`config.mk`:
```
export PLATFORM = sky130hd
export DESIGN_NAME = byte_isa_four_register_cpu_core
export DESIGN_NICKNAME = d
export VERILOG_FILES = /design/src/b4rcpu_pkg.sv /design/src/b4rcpu_ram.sv /design/src/b4rcpu_front.sv /design/src/b4rcpu_queue.sv /design/src/b4rcpu_back.sv /design/src/byte_isa_four_register_cpu_core.sv
export SDC_FILE = /design/constraint.sdc
export NUM_CORES = 1
export LEC_CHECK = 0
export BUFFER_PORTS_ARGS = -buffer_cell sky130_fd_sc_hd__buf_2
export CAP_MARGIN = 20
export CORE_MARGIN = 2
export CORE_UTILIZATION = 60
export DETAILED_ROUTE_END_ITERATION = 8
export GPL_ROUTABILITY_DRIVEN = 0
export GPL_TIMING_DRIVEN = 0
export PLACE_DENSITY = 0.77
export SETUP_SLACK_MARGIN = 0.15
export SLEW_MARGIN = 20
export SYNTH_ARGS = -nofsm -noshare
export SYNTH_HDL_FRONTEND = slang
export SYNTH_SLANG_ARGS = --single-unit
```
`constraint.sdc`:
```
create_clock -name clk -period 12.5 [get_ports clk]
set_clock_uncertainty 0.15 [all_clocks]
set_input_delay 1.875 -clock clk [delete_from_list [all_inputs] [get_ports clk]]
set_output_delay 1.875 -clock clk [all_outputs]
set_load 0.02 [all_outputs]
```
`src/b4rcpu_pkg.sv`:
```
`default_nettype none

package b4rcpu_pkg;

	localparam int unsigned NUM_REGS    = 4;
	localparam int unsigned REG_IDX_W   = $clog2(NUM_REGS);
	localparam int unsigned DATA_W      = 8;
	localparam int unsigned QUEUE_DEPTH = 2;

	// instruction groups of the 0xc0 page, taken from bits 7:2
	localparam logic [5:0] GRP_IN  = 6'h30;
	localparam logic [5:0] GRP_OUT = 6'h31;

	localparam logic [1:0] ST_OK      = 2'd0;
	localparam logic [1:0] ST_BAD     = 2'd1;
	localparam logic [1:0] ST_DIVZERO = 2'd2;
	localparam logic [1:0] ST_HALTED  = 2'd3;

	typedef enum logic [2:0] {
		CLS_MOVI,
		CLS_ALU,
		CLS_IN,
		CLS_OUT,
		CLS_BAD
	} cls_t;

	typedef enum logic [1:0] {
		OP_ADD,
		OP_SUB,
		OP_MUL,
		OP_DIV
	} op_t;

	typedef struct packed {
		logic [7:0] instruction_byte;
		logic [7:0] in_value;
	} in_req_t;

	typedef struct packed {
		logic       out_valid;
		logic [7:0] out_value;
		logic [1:0] status;
	} out_req_t;

	// decoded instruction as it sits in the queue
	typedef struct packed {
		cls_t                 cls;
		op_t                  op;
		logic [REG_IDX_W-1:0] rd;
		logic [REG_IDX_W-1:0] rs;
		logic [DATA_W-1:0]    data;
	} dec_t;

endpackage

`default_nettype wire

```
`src/b4rcpu_ram.sv`:
```
`default_nettype none

module b4rcpu_ram #(
	parameter int unsigned WIDTH = 8,
	parameter int unsigned DEPTH = 4
) (
	input  wire logic                     clk,
	input  wire logic                     we,
	input  wire logic [$clog2(DEPTH)-1:0] waddr,
	input  wire logic [WIDTH-1:0]         wdata,
	input  wire logic [$clog2(DEPTH)-1:0] raddr_a,
	output logic      [WIDTH-1:0]         rdata_a,
	input  wire logic [$clog2(DEPTH)-1:0] raddr_b,
	output logic      [WIDTH-1:0]         rdata_b
);

	logic [WIDTH-1:0] mem_q [DEPTH];

	always_ff @(posedge clk) begin
		if (we) begin
			mem_q[waddr] <= wdata;
		end
		rdata_a <= mem_q[raddr_a];
		rdata_b <= mem_q[raddr_b];
	end

endmodule

`default_nettype wire

```
`src/b4rcpu_front.sv`:
```
`default_nettype none

module b4rcpu_front
	import b4rcpu_pkg::*;
(
	input  wire in_req_t instr,
	output dec_t         dec
);

	logic [7:0] b;

	assign b = instr.instruction_byte;

	always_comb begin
		dec.cls  = CLS_BAD;
		dec.op   = op_t'(b[5:4]);
		dec.rd   = b[3:2];
		dec.rs   = b[1:0];
		dec.data = b;
		if (!b[7]) begin
			dec.cls = CLS_MOVI;
		end else if (b[6]) begin
			if (b[7:2] == GRP_IN) begin
				dec.cls  = CLS_IN;
				dec.data = instr.in_value;
			end else if (b[7:2] == GRP_OUT) begin
				dec.cls = CLS_OUT;
			end else begin
				dec.cls = CLS_BAD;
			end
		end else begin
			dec.cls = CLS_ALU;
		end
	end

endmodule

`default_nettype wire

```
`src/b4rcpu_queue.sv`:
```
`default_nettype none

module b4rcpu_queue
	import b4rcpu_pkg::*;
#(
	parameter int unsigned DEPTH = QUEUE_DEPTH
) (
	input  wire logic clk,
	input  wire logic arst_n,
	input  wire logic wr,
	input  wire dec_t wdata,
	output logic      full,
	input  wire logic rd,
	output dec_t      head,
	output logic      empty
);

	localparam int unsigned AW = $clog2(DEPTH);

	dec_t          slot_q [DEPTH];
	logic [AW-1:0] wptr_q;
	logic [AW-1:0] rptr_q;
	logic [AW:0]   cnt_q;
	logic          do_wr;
	logic          do_rd;

	assign full  = (cnt_q == (AW+1)'(DEPTH));
	assign empty = (cnt_q == '0);
	assign head  = slot_q[rptr_q];
	assign do_wr = wr && !full;
	assign do_rd = rd && !empty;

	always_ff @(posedge clk) begin
		if (do_wr) begin
			slot_q[wptr_q] <= wdata;
		end
	end

	always_ff @(posedge clk or negedge arst_n) begin
		if (!arst_n) begin
			wptr_q <= '0;
			rptr_q <= '0;
			cnt_q  <= '0;
		end else begin
			if (do_wr) begin
				wptr_q <= wptr_q + 1'b1;
			end
			if (do_rd) begin
				rptr_q <= rptr_q + 1'b1;
			end
			if (do_wr && !do_rd) begin
				cnt_q <= cnt_q + 1'b1;
			end else if (do_rd && !do_wr) begin
				cnt_q <= cnt_q - 1'b1;
			end
		end
	end

endmodule

`default_nettype wire

```
`src/b4rcpu_back.sv`:
```
`default_nettype none

module b4rcpu_back
	import b4rcpu_pkg::*;
(
	input  wire logic clk,
	input  wire logic arst_n,
	input  wire dec_t q_head,
	input  wire logic q_empty,
	output logic      q_pop,
	input  wire logic pop,
	output out_req_t  result,
	output logic      empty
);

	typedef enum logic [1:0] {
		S_IDLE,
		S_READ,
		S_DIV
	} state_t;

	state_t               state_q;
	dec_t                 ent_q;
	logic                 halted_q;
	logic [NUM_REGS-1:0]  rf_vld_q;
	out_req_t             out_q;
	logic                 out_full_q;
	logic [DATA_W-1:0]    rem_q;
	logic [DATA_W-1:0]    quo_q;
	logic [DATA_W-1:0]    dvs_q;
	logic [2:0]           cnt_q;

	logic                 we;
	logic [REG_IDX_W-1:0] waddr;
	logic [DATA_W-1:0]    wdata;
	logic [REG_IDX_W-1:0] raddr_a;
	logic [REG_IDX_W-1:0] raddr_b;
	logic [DATA_W-1:0]    rdata_a;
	logic [DATA_W-1:0]    rdata_b;
	logic [DATA_W-1:0]    opa;
	logic [DATA_W-1:0]    opb;
	logic [2*DATA_W-1:0]  prod;
	logic [DATA_W-1:0]    alu_res;
	logic [DATA_W:0]      trial;
	logic [DATA_W-1:0]    rem_next;
	logic [DATA_W-1:0]    quo_next;
	logic                 slot_free;
	out_req_t             exe_res;
	logic                 exe_div;
	logic                 exe_halt;

	b4rcpu_ram #(
		.WIDTH(DATA_W),
		.DEPTH(NUM_REGS)
	) u_rf (
		.clk    (clk),
		.we     (we),
		.waddr  (waddr),
		.wdata  (wdata),
		.raddr_a(raddr_a),
		.rdata_a(rdata_a),
		.raddr_b(raddr_b),
		.rdata_b(rdata_b)
	);

	assign raddr_a   = q_head.rd;
	assign raddr_b   = q_head.rs;
	assign opa       = rf_vld_q[ent_q.rd] ? rdata_a : '0;
	assign opb       = rf_vld_q[ent_q.rs] ? rdata_b : '0;
	assign prod      = opa * opb;
	assign slot_free = !out_full_q || pop;
	assign result    = out_q;
	assign empty     = !out_full_q;

	// one restoring divide step
	assign trial    = {rem_q, quo_q[DATA_W-1]} - {1'b0, dvs_q};
	assign rem_next = trial[DATA_W] ? {rem_q[DATA_W-2:0], quo_q[DATA_W-1]} : trial[DATA_W-1:0];
	assign quo_next = {quo_q[DATA_W-2:0], !trial[DATA_W]};

	always_comb begin
		unique case (ent_q.op)
			OP_ADD:  alu_res = opa + opb;
			OP_SUB:  alu_res = opa - opb;
			OP_MUL:  alu_res = prod[DATA_W-1:0];
			OP_DIV:  alu_res = '0;
			default: alu_res = '0;
		endcase
	end

	// result and side effects of the execute cycle
	always_comb begin
		exe_res        = '0;
		exe_res.status = ST_OK;
		exe_div        = 1'b0;
		exe_halt       = 1'b0;
		if (halted_q) begin
			exe_res.status = ST_HALTED;
		end else begin
			unique case (ent_q.cls)
				CLS_OUT: begin
					exe_res.out_valid = 1'b1;
					exe_res.out_value = opb;
				end
				CLS_BAD: begin
					exe_halt       = 1'b1;
					exe_res.status = ST_BAD;
				end
				CLS_ALU: begin
					if (ent_q.op == OP_DIV) begin
						if (opb == '0) begin
							exe_halt       = 1'b1;
							exe_res.status = ST_DIVZERO;
						end else begin
							exe_div = 1'b1;
						end
					end
				end
				default: begin
					exe_res.status = ST_OK;
				end
			endcase
		end
	end

	always_comb begin
		q_pop = (state_q == S_IDLE) && !q_empty && slot_free;
		we    = 1'b0;
		waddr = ent_q.rd;
		wdata = alu_res;
		if (state_q == S_READ && !halted_q) begin
			unique case (ent_q.cls)
				CLS_MOVI: begin
					we    = 1'b1;
					waddr = REG_IDX_W'(NUM_REGS - 1);
					wdata = ent_q.data;
				end
				CLS_IN: begin
					we    = 1'b1;
					waddr = ent_q.rs;
					wdata = ent_q.data;
				end
				CLS_ALU: begin
					we = (ent_q.op != OP_DIV);
				end
				default: begin
					we = 1'b0;
				end
			endcase
		end else if (state_q == S_DIV && cnt_q == 3'd7) begin
			we    = 1'b1;
			wdata = quo_next;
		end
	end

	always_ff @(posedge clk or negedge arst_n) begin
		if (!arst_n) begin
			state_q    <= S_IDLE;
			ent_q      <= '0;
			halted_q   <= 1'b0;
			rf_vld_q   <= '0;
			out_q      <= '0;
			out_full_q <= 1'b0;
			rem_q      <= '0;
			quo_q      <= '0;
			dvs_q      <= '0;
			cnt_q      <= '0;
		end else begin
			if (pop && out_full_q) begin
				out_full_q <= 1'b0;
			end
			if (we) begin
				rf_vld_q[waddr] <= 1'b1;
			end
			unique case (state_q)
				S_IDLE: begin
					if (q_pop) begin
						ent_q   <= q_head;
						state_q <= S_READ;
					end
				end
				S_READ: begin
					// a divide posts its result when the divider ends
					out_q      <= exe_res;
					out_full_q <= !exe_div;
					state_q    <= exe_div ? S_DIV : S_IDLE;
					if (exe_halt) begin
						halted_q <= 1'b1;
					end
					if (exe_div) begin
						rem_q <= '0;
						quo_q <= opa;
						dvs_q <= opb;
						cnt_q <= '0;
					end
				end
				S_DIV: begin
					rem_q <= rem_next;
					quo_q <= quo_next;
					cnt_q <= cnt_q + 1'b1;
					if (cnt_q == 3'd7) begin
						out_full_q      <= 1'b1;
						out_q.out_valid <= 1'b0;
						out_q.out_value <= '0;
						out_q.status    <= ST_OK;
						state_q         <= S_IDLE;
					end
				end
				default: begin
					state_q <= S_IDLE;
				end
			endcase
		end
	end

endmodule

`default_nettype wire

```
`src/byte_isa_four_register_cpu_core.sv`:
```
// channel   | handshake        | payload (packed struct)          | direction
// ----------+------------------+----------------------------------+----------
// request   | push / full      | instr: instruction_byte,in_value | into core
// result    | pop / empty      | result: out_valid,out_value,     | out of core
//           |                  |         status                   |
//
// a request enters the decode queue on the edge it is taken and leaves it
// once the execute side is idle and the result slot has room; the execute
// side handles it in two steps (queue pop with register-file read, then
// execute) and pops no new request until the current one is executed
// a divide adds the steps of the one-bit-a-cycle shift-subtract divider,
// one per quotient bit, before its result is posted
// arst_n clears the queue, the register-file valid bits (registers read as
// zero until written), the halt flag and the result slot
// a full result slot stalls only the execute side; the queue keeps taking
// requests until it fills, and then full holds off the sender
`default_nettype none

module byte_isa_four_register_cpu_core
	import b4rcpu_pkg::*;
#(
	parameter int unsigned QUEUE_DEPTH = b4rcpu_pkg::QUEUE_DEPTH
) (
	input  wire logic    clk,
	input  wire logic    arst_n,
	input  wire logic    push,
	output logic         full,
	input  wire in_req_t instr,
	output logic         empty,
	input  wire logic    pop,
	output out_req_t     result
);

	// decoded request on its way into the queue
	dec_t dec;
	// oldest decoded request, seen by the execute side
	dec_t q_head;
	logic q_empty;
	logic q_pop;

	// classify the byte: movi, alu op, in, out or illegal
	b4rcpu_front u_front (
		.instr(instr),
		.dec  (dec)
	);

	// short queue that decouples decode from execute
	b4rcpu_queue #(
		.DEPTH(QUEUE_DEPTH)
	) u_queue (
		.clk   (clk),
		.arst_n(arst_n),
		.wr    (push),
		.wdata (dec),
		.full  (full),
		.rd    (q_pop),
		.head  (q_head),
		.empty (q_empty)
	);

	// register file, alu, divider, halt flag and result slot
	b4rcpu_back u_back (
		.clk    (clk),
		.arst_n (arst_n),
		.q_head (q_head),
		.q_empty(q_empty),
		.q_pop  (q_pop),
		.pop    (pop),
		.result (result),
		.empty  (empty)
	);

endmodule

`default_nettype wire

```
==> flow_summary.yaml, run 1 <==
run_status:
  status: "completed"
yosys:
  synth_cell_types: 53
  yosysWarnings: 0
  synth_fa_ha_area_share_pct: 9.758
  synthFlopType: "dfrtp_1"
  ys_async_sr_fraction_pct: 44.97
  synth_compound_area_share_pct: 11.28
  synth_nets: 780
  netlist_instances: 707
  synth-edff-count: 66
  synth-seq-cells: 149
  ys_seq_area_share_pct: 50.54
  synth_top_family_by_area: "simple AND/OR/NAND/NOR gates"
  synthXorXnorAreaFrac_pct: 3.767
  yosys.area_share.simple_pct: 11.38
  syn_area_um2: 7873
  synth.area.mux_share_pct: 9.234
  syn_avg_cell_area_um2: 11.14
clock_tree:
  cts_hold_buf: 0
  clock-sinks: 149
  cts-root-buf: "clkbuf_16"
  cts_max_path_buffers: 2
  clk_pin_slew_ns: 0.06
  post_cts_buffers: 0
  cts_tree: "built"
  clk_latency_ns: 0.43
  cts_buffers: 17
  cts_max_level: 4
  cts_resized: 0
drt:
  routed_via_density: 6.007
  drt_iter0_drc: 585
  vias: 5677
  drt-total-wl_um: 17390
  drt_pass1_iterations: 5
  drc: 0
  routedWlPerCell_um: 18.41
  antenna_left: 0
hold_path:
  hp-class: "reg -> reg"
  hold_end: "u_back.result[10]"
  worstHoldStart: "u_back.result[10]"
  hold_depth: 2
setup_path:
  ff2ff_path_depth: 16
  critPathMaxFanout: 10
  worstPathArrival_ns: 5.49
  endpoint_kind: "register"
  required_ns: 12.47
  reg2reg_from: "u_back.ent_q[8]"
  timing.rr.end: "u_back.u_rf.mem_q[3][7]"
  start_kind: "register"
  crit_type: "reg -> reg"
  rrSetupSlack_ns: 6.98
global_route:
  first_global_vias: 5753
  grt-ovfl-total: 0
  track_usage_pct: 26.39
  antenna_found_initial: 0
  grt_first_pass_wirelength_um: 28720
  grt_start_max_net_pins: 42
run:
  timing.max_cap.violations: 0
place:
  place_inst: 912
  hpwlAfterDp_um: 12430
  numPortBuffers: 32
timing:
  hold_violations: 0
  tightestPinTransition_ns: 1.152
  fmax_ghz: 0.1810
  slew_viol_final: 0
  fin_setup_tns_ns: 0
  slew_headroom_pct: 21.02
  finalSetupViolCount: 0
  rsz0062_at_grt: "no"
  min_period_ns: 5.524
  period_share_pct: 44.19
finish:
  layout_commonest_cell: "nor2_1"
  regArea_um2: 3979
  final_cell_count_no_fill: 945
  syn2layout_area_growth_pct: 12.75
  nFillCells: 954
  multiInputGateArea_um2: 3582
  final_nets: 833
  antenna_cells: 0
  final_cell_mix: "72 x nor2_1, 71 x nand2_1, 67 x dfrtp_1, 66 x edfxtp_1, 55 x inv_1"
  layout-drive-gt1-share_pct: 13.07
floorplanning:
  die_w_um: 118.5
  chipHeight_um: 118.5
  pin_count: 33
  dieArea_um2: 14050
  start_util_pct: 61.88
  std_cell_rows: 41
  coreArea_um2: 12720
[synthesized netlist by cell type (8+ instances only)]
library cell / count / area (um2)
nor2_1: 73 / 274.0
nand2_1: 71 / 266.5
dfrtp_1: 67 / 1677
edfxtp_1: 66 / 1982
inv_1: 55 / 206.5
a21oi_1: 48 / 240.2
o21ai_0: 42 / 210.2
ha_1: 39 / 488.0
mux2i_1: 26 / 260.3
xnor2_1: 23 / 201.4
mux4_2: 18 / 405.4
dfxtp_1: 16 / 320.3
fa_1: 14 / 280.3
clkbuf_1: 13 / 48.80
nor2b_1: 12 / 75.07
a21o_1: 10 / 75.07
nand2b_1: 10 / 62.56
xor2_1: 9 / 78.83
nand3_1: 8 / 40.04
[flip-flops by register name (all words and copies together) (netlist names), 4 cells and up]
| signal | flops |
|---|---|
| u_queue.slot_q | 34 |
| u_back.u_rf.mem_q | 32 |
| u_back.ent_q | 17 |
| u_back.result | 11 |
| u_back.dvs_q | 8 |
| u_back.quo_q | 8 |
| u_back.rem_q | 8 |
| u_back.u_rf.rdata_a | 8 |
| u_back.u_rf.rdata_b | 8 |
| u_back.rf_vld_q | 4 |
[worst max path at each step]
stage                               start                      end  slack, ns  cells past startpoint
after global placement    u_back.ent_q[8]  u_back.u_rf.mem_q[0][7]       7.10                     16
after floorplan           u_back.ent_q[8]  u_back.u_rf.mem_q[0][7]       7.63                     16
after detailed placement  u_back.ent_q[8]  u_back.u_rf.mem_q[1][7]       7.01                     16
final                     u_back.ent_q[8]  u_back.u_rf.mem_q[3][7]       6.98                     16
after global routing      u_back.ent_q[8]  u_back.u_rf.mem_q[0][7]       6.70                     16
after CTS                 u_back.ent_q[8]  u_back.u_rf.mem_q[1][7]       7.00                     16
[layer usage]
layer	GRT usage [%]	wire length [um]	part of all wire, %	vias to the layer above
met3	4.923	1197	6.9	66
met1	32.28	6896	40	2741
met4	13.91	664	3.8	0
met5	0	0	0	-
met2	44.50	8635	50	282
li1	-	-	-	2588
[layout make-up]
type                            count  share of cell area, %
Sequential cell                   149                  44.83
Multi-Input combinational cell    482                  40.36
Clock buffer                       18                  4.835
Tap cell                          172                  2.425
Inverter                           55                  2.326
Timing Repair Buffer               34                  2.185
Clock inverter                     14                  1.790
Buffer                             21                  1.255
[through the flow]
stage / hold slack, ns / instance area, um2 / worst slack (ns) / utilization [%]
2_1_floorplan: 0.2983 / 7873 / 7.628 / -
3_3_place_gp: 0.3044 / 8248 / 7.104 / 64.83
3_5_place_dp: 0.3147 / 8273 / 7.007 / 65.03
4_1_cts: 0.3290 / 8861 / 7.002 / 69.65
5_1_grt: 0.3520 / 8876 / 6.704 / 69.77
6_report: 0.3283 / 8876 / 6.976 / 69.77
[critical path: stages (launching register included)]
cell and delay, ns:
dfrtp_1 0.42, mux4_2 0.42, clkbuf_1 0.33, buf_1 0.38, nand3_1 0.18, fa_1 0.46, fa_1 0.55, inv_1 0.05
fa_1 0.47, inv_1 0.05, fa_1 0.53, inv_1 0.06, ha_1 0.33, a21oi_1 0.19, xnor2_1 0.20, xnor2_1 0.20
o221ai_1 0.24
[cells by family (layout without fill, tap and decap cells)]
logic type,after synthesis,after routing
simple gates,201,201
flops,149,149
compound gates,146,146
buf+inv,76,142
fa+ha+maj,53,53
mux,49,49
xor+xnor,33,33
Power of run 1 is left out: the tool's default activity adds up to more than one toggle a clock period on the data nets, which glitch-free logic cannot reach.
==> inputs of run 2 (changes only) <==
--- a/config.mk
+++ b/config.mk
@@ -8,11 +8,11 @@
 export BUFFER_PORTS_ARGS = -buffer_cell sky130_fd_sc_hd__buf_2
 export CAP_MARGIN = 20
 export CORE_MARGIN = 2
-export CORE_UTILIZATION = 60
+export CORE_UTILIZATION = 56
 export DETAILED_ROUTE_END_ITERATION = 8
 export GPL_ROUTABILITY_DRIVEN = 0
 export GPL_TIMING_DRIVEN = 0
-export PLACE_DENSITY = 0.77
+export PLACE_DENSITY = 0.75
 export SETUP_SLACK_MARGIN = 0.15
 export SLEW_MARGIN = 20
 export SYNTH_ARGS = -nofsm -noshare
==> constraint.sdc (replaced) <==
create_clock -name clk -period 4.8 [get_ports clk]
set_clock_uncertainty 0.15 [all_clocks]
set_input_delay 0.72 -clock clk [delete_from_list [all_inputs] [get_ports clk]]
set_output_delay 0.72 -clock clk [all_outputs]
set_load 0.02 [all_outputs]
==> run 2 against run 1 <==
  * Routed wire length up 1.6%
  * Fmax up 19%
  * Critical path depth up 1
  * Count of clock-buffer cells in the layout unchanged
  * Global-route usage down 1.5 points
  * Cell area up 4.2%
  * Register-to-register slack worse by 6.8 ns
  * Largest cell class unchanged
  * Sequential cell count unchanged
==> flow_summary.yaml, run 2 (synthesized netlist as in run 1, its figures left out) <==
finish:
  final_util_pct: 66.86
  largest_registers: "u_queue.slot_q: 34 flops, u_back.u_rf.mem_q: 32 flops, u_back.ent_q: 17 flops"
  syn2layout_area_growth_pct: 17.43
  largest_register_ffs: 34
  antenna_cells: 0
  final_cell_count_no_fill: 973
  final_cell_mix: "72 x nor2_1, 67 x dfrtp_1, 66 x edfxtp_1, 64 x nand2_1, 46 x a21oi_1"
  final_nets: 853
  layout_commonest_cell: "nor2_1"
  layout-drive-gt1-share_pct: 20.68
  largest_register: "u_queue.slot_q"
  nFillCells: 974
drt:
  routed_via_density: 5.815
  routedWlPerCell_um: 18.16
  drt-total-wl_um: 17670
  drc: 0
  drt_iter0_drc: 537
  drt_pass1_iterations: 5
  antenna_left: 0
  vias: 5658
floorplanning:
  start_util_pct: 56.94
  dieArea_um2: 15020
  pin_count: 33
  die_w_um: 122.6
  chipHeight_um: 122.6
  std_cell_rows: 43
  coreArea_um2: 13830
place:
  dp_worst_setup_slack_ns: -0.3818
  place_inst: 920
  numPortBuffers: 32
  hpwlAfterDp_um: 12290
clock_tree:
  cts_buffers: 17
  cts_max_path_buffers: 2
  cts_max_level: 4
  cts-root-buf: "clkbuf_16"
  clk_pin_slew_ns: 0.06
  clk_latency_ns: 0.42
  clock-sinks: 149
  cts_tree: "built"
setup_path:
  crit_type: "reg -> reg"
  path_common_cell: "inv_2"
  cp_slowest_stage_delay_ns: 0.66
  worstPathArrival_ns: 4.64
  crit_family: "adder cells"
  required_ns: 4.79
  start_kind: "register"
  critPathMaxFanout: 7
  slowest_stage: "mux4_2"
  endpoint_kind: "register"
  path_cells: "mux4_2 > nand2_4 > inv_4 > buf_4 > nand3_2 > fa_1 > inv_2 > ha_4 > fa_1 > inv_2 > fa_2 > inv_2 > ha_4 > a21oi_4 > xnor2_2 > xnor2_2 > o221ai_2"
  crit_buf_inv: 5
  rrSetupSlack_ns: 0.16
timing:
  finalSetupViolCount: 0
  fmax_ghz: 0.2153
  period_share_pct: 96.76
  hold_violations: 0
  slew_headroom_pct: 23.15
  slew_viol_final: 0
  tightestPinTransition_ns: 1.121
  min_period_ns: 4.644
  rsz0062_at_grt: "yes"
  finalWorstSetupSlack_ns: 0.1555
global_route:
  antenna_found_initial: 0
  grt_first_pass_wirelength_um: 28040
  track_usage_pct: 24.94
  grt-ovfl-total: 0
  grt_start_max_net_pins: 41
  first_global_vias: 5648
hold_path:
  hp-class: "in -> async"
run:
  timing.max_cap.violations: 0
run_status:
  status: "completed"
-- run 2: cell count changes in the layout (fill, tap and decap cells not counted), moves of 3 or more --
cell,previous run,this run
buf_4,1,19
inv_1,55,45
nand2_1,71,64
inv_2,0,6
nand3_1,8,2
nand3_2,0,5
fa_1,14,10
fa_2,0,4
ha_1,39,35
inv_4,0,4
ha_4,0,3
nand2_2,0,3
-- run 2: layout make-up --
class | instances | area (um2) | area share (%)
flip-flops and latches | 149 | 3979 | 43.04
multi-input cells | 482 | 3772 | 40.80
clock buffers | 18 | 429.2 | 4.642
repair buffers | 54 | 351.6 | 3.803
well taps | 180 | 225.2 | 2.436
inverters | 55 | 216.5 | 2.341
clock inverters | 14 | 137.6 | 1.489
plain buffers | 21 | 133.9 | 1.448
-- run 2: layer usage --
metal	vias to the layer above	track usage (%)	wire length, um
li1	2635	-	-
met1	2762	30.53	7267
met2	204	41.35	8547
met3	57	5.483	1070
met4	0	13.36	784
met5	-	0	0
-- run 2: worst paths after layout --
check | start | to | cells after the start
max | u_back.ent_q[10] | u_back.u_rf.mem_q[3][7] | 17
min | arst_n | u_back.rem_q[6] | 1
min in group clk | u_back.result[5] | u_back.result[5] | 2
max in group asynchronous | arst_n | u_back.rf_vld_q[1] | 2
max reg2reg | u_back.ent_q[10] | u_back.u_rf.mem_q[3][7] | 17
min reg2reg | u_back.result[5] | u_back.result[5] | 2
-- run 2: what timing repair did --
item,4_1_cts,5_1_grt
pin swaps,13,21
buffers inserted,17,4
gates resized for setup,39,22
setup endpoints to repair,16,16
hold buffers,0,0
-- run 2: worst reg2reg max path: cells and delay by family (launching register included) --
kind / cells / cell delay, ns
compound gates: 2 / 0.23
xor+xnor: 2 / 0.39
fa+ha+maj: 5 / 1.96
buf+inv: 5 / 0.35
flops: 1 / 0.39
mux: 1 / 0.66
simple gates: 2 / 0.23
-- run 2: metrics by stage --
| step | hold slack, ns | TNS (ns) | cell area, um2 |
|---|---|---|---|
| 6_report | 0.06598 | 0 | 9245 |
| 5_1_grt | 0.08700 | 0 | 9245 |
| 4_1_cts | 0.06694 | 0 | 9133 |
| 3_5_place_dp | 0.3204 | -2.782 | 8288 |
| 3_3_place_gp | 0.3040 | -1.693 | 8263 |
| 2_1_floorplan | 0.2744 | 0 | 7878 |
Power of run 2 is left out for the same reason.
==> inputs of run 3 (changes only) <==
--- a/config.mk
+++ b/config.mk
@@ -8,11 +8,12 @@
 export BUFFER_PORTS_ARGS = -buffer_cell sky130_fd_sc_hd__buf_2
 export CAP_MARGIN = 20
 export CORE_MARGIN = 2
-export CORE_UTILIZATION = 56
+export CORE_UTILIZATION = 58
+export CTS_BUF_LIST = sky130_fd_sc_hd__clkbuf_4
 export DETAILED_ROUTE_END_ITERATION = 8
 export GPL_ROUTABILITY_DRIVEN = 0
 export GPL_TIMING_DRIVEN = 0
-export PLACE_DENSITY = 0.75
+export PLACE_DENSITY = 0.78
 export SETUP_SLACK_MARGIN = 0.15
 export SLEW_MARGIN = 20
 export SYNTH_ARGS = -nofsm -noshare
==> run 3 against run 2 <==
  * Die area is 3.3% lower
  * Global-route usage rose by 0.31 points
  * Sequential share of layout area up 1.1 points
  * Routed wire length is 1.5% lower
  * Utilization rose by 1.1 points
  * Critical endpoint is now u_back.u_rf.mem_q[1][7]
  * Largest cell class unchanged
  * Highest routed layer unchanged
==> flow_summary.yaml, run 3 (synthesized netlist as in run 1, its figures left out) <==
run_status:
  status: "completed"
floorplanning:
  die_w_um: 120.5
  chipHeight_um: 120.5
  pin_count: 33
  std_cell_rows: 42
  coreArea_um2: 13240
  start_util_pct: 59.45
  dieArea_um2: 14520
setup_path:
  start_kind: "register"
  critPathMaxFanout: 10
  required_ns: 4.94
  ff2ff_path_depth: 17
  rrSetupSlack_ns: 0.16
  reg2reg_from: "u_back.ent_q[8]"
  endpoint_kind: "register"
  timing.rr.end: "u_back.u_rf.mem_q[1][7]"
  worstPathArrival_ns: 4.78
  crit_type: "reg -> reg"
drt:
  drc: 0
  antenna_left: 0
  drt_pass1_iterations: 5
  routedWlPerCell_um: 17.94
  vias: 5702
  drt-total-wl_um: 17410
  drt_iter0_drc: 470
  routed_via_density: 5.878
place:
  dp_worst_setup_slack_ns: -0.3261
  hpwlAfterDp_um: 12330
  place_inst: 916
  numPortBuffers: 32
finish:
  largest_register: "u_queue.slot_q"
  largest_registers: "u_queue.slot_q: 34 flops, u_back.u_rf.mem_q: 32 flops, u_back.ent_q: 17 flops"
  syn2layout_area_growth_pct: 14.38
  largest_register_ffs: 34
  final_util_pct: 68.00
  final_nets: 853
  final_cell_mix: "72 x nor2_1, 67 x dfrtp_1, 66 x edfxtp_1, 61 x nand2_1, 47 x a21oi_1"
  layout_commonest_cell: "nor2_1"
  final_cell_count_no_fill: 970
  layout-drive-gt1-share_pct: 20.68
global_route:
  track_usage_pct: 25.25
  grt_start_max_net_pins: 44
  grt-ovfl-total: 0
  antenna_found_initial: 1
  first_global_vias: 5698
  grt_first_pass_wirelength_um: 28190
timing:
  hold_violations: 0
  slew_headroom_pct: 30.49
  fin_setup_tns_ns: 0
  finalWorstSetupSlack_ns: 0.1617
  slew_viol_final: 0
  period_share_pct: 96.63
  rsz0062_at_grt: "yes"
  fmax_ghz: 0.2156
  min_period_ns: 4.638
  finalSetupViolCount: 0
  tightestPinTransition_ns: 1.022
clock_tree:
  cts-root-buf: "clkbuf_4"
  clock-sinks: 149
  cts_max_level: 4
  clk_latency_ns: 0.56
  cts_tree: "built"
  clk_pin_slew_ns: 0.12
  cts_buffers: 17
  cts_max_path_buffers: 2
hold_path:
  hp-class: "in -> reg"
  worstHoldStart: "instr[9]"
  hold_depth: 1
  hold_end: "u_queue.slot_q[1][9]"
run:
  timing.max_cap.violations: 0
run 3: cell count changes in the layout (fill, tap and decap cells not counted), sizes merged:
cell,previous run,this run
buf,63,61
bufinv,2,4
clkinvlp,5,3
diode,0,1
dlygate4sd3,0,1
inv,55,56
run 3: metrics by stage:
step / hold WS (ns) / cell area, um2
final: 0.2254 / 9005
after global routing: 0.1911 / 9005
after CTS: 0.1736 / 8876
after detailed placement: 0.3276 / 8283
after global placement: 0.3045 / 8258
after floorplan: 0.2744 / 7878
run 3: area by class of cell:
cell class,instances,area (um2)
Antenna cell,1,2.502
Buffer,21,130.1
Clock buffer,17,127.6
Clock inverter,15,186.4
Fill cell,971,4238
Inverter,55,216.5
Multi-Input combinational cell,482,3792
Sequential cell,149,3979
Tap cell,176,220.2
Timing Repair Buffer,54,350.3
run 3: metal layers:
metal  vias up  wire length [um]  GRT usage [%]
met3        61               976          4.387
met1      2774              7115          32.07
li1       2638                 -              -
met4         0               683          12.65
met5         -                 0              0
met2       229              8630          41.95
run 3: worst max path at each step:
stage,startpoint,end,slack [ns],cells after the start
2_1_floorplan,u_back.ent_q[10],u_back.u_rf.mem_q[0][7],0.18,16
3_3_place_gp,u_back.ent_q[10],u_back.u_rf.mem_q[1][7],-0.27,16
3_5_place_dp,u_back.ent_q[10],u_back.u_rf.mem_q[1][7],-0.33,16
6_report,u_back.ent_q[8],u_back.u_rf.mem_q[1][7],0.16,17
5_1_grt,u_back.ent_q[10],u_back.u_rf.mem_q[1][7],0.03,17
4_1_cts,u_back.ent_q[8],u_back.u_rf.mem_q[1][7],0.15,16
run 3: critical path, cell delays in order, from the launching register on:
cell and delay [ns]:
dfrtp_1 0.42, mux4_2 0.61, buf_8 0.18, buf_6 0.14, nand3_1 0.13, fa_2 0.46, inv_2 0.08, ha_4 0.20
ha_1 0.27, inv_1 0.05, fa_1 0.53, inv_1 0.06, ha_4 0.22, a21o_1 0.21, a21oi_4 0.17, xnor2_2 0.11
xnor2_2 0.23, o221ai_2 0.17
run 3: repair_timing:
action / 4_1_cts / 5_1_grt
hold buffers: 1 / 0
setup endpoints to repair: 16 / 16
hold endpoints to repair: 24 / 0
resized for setup: 41 / 18
pin swaps: 10 / 13
gates cloned: 1 / 0
buffers inserted: 13 / 6
Power of run 3 is left out for the same reason.
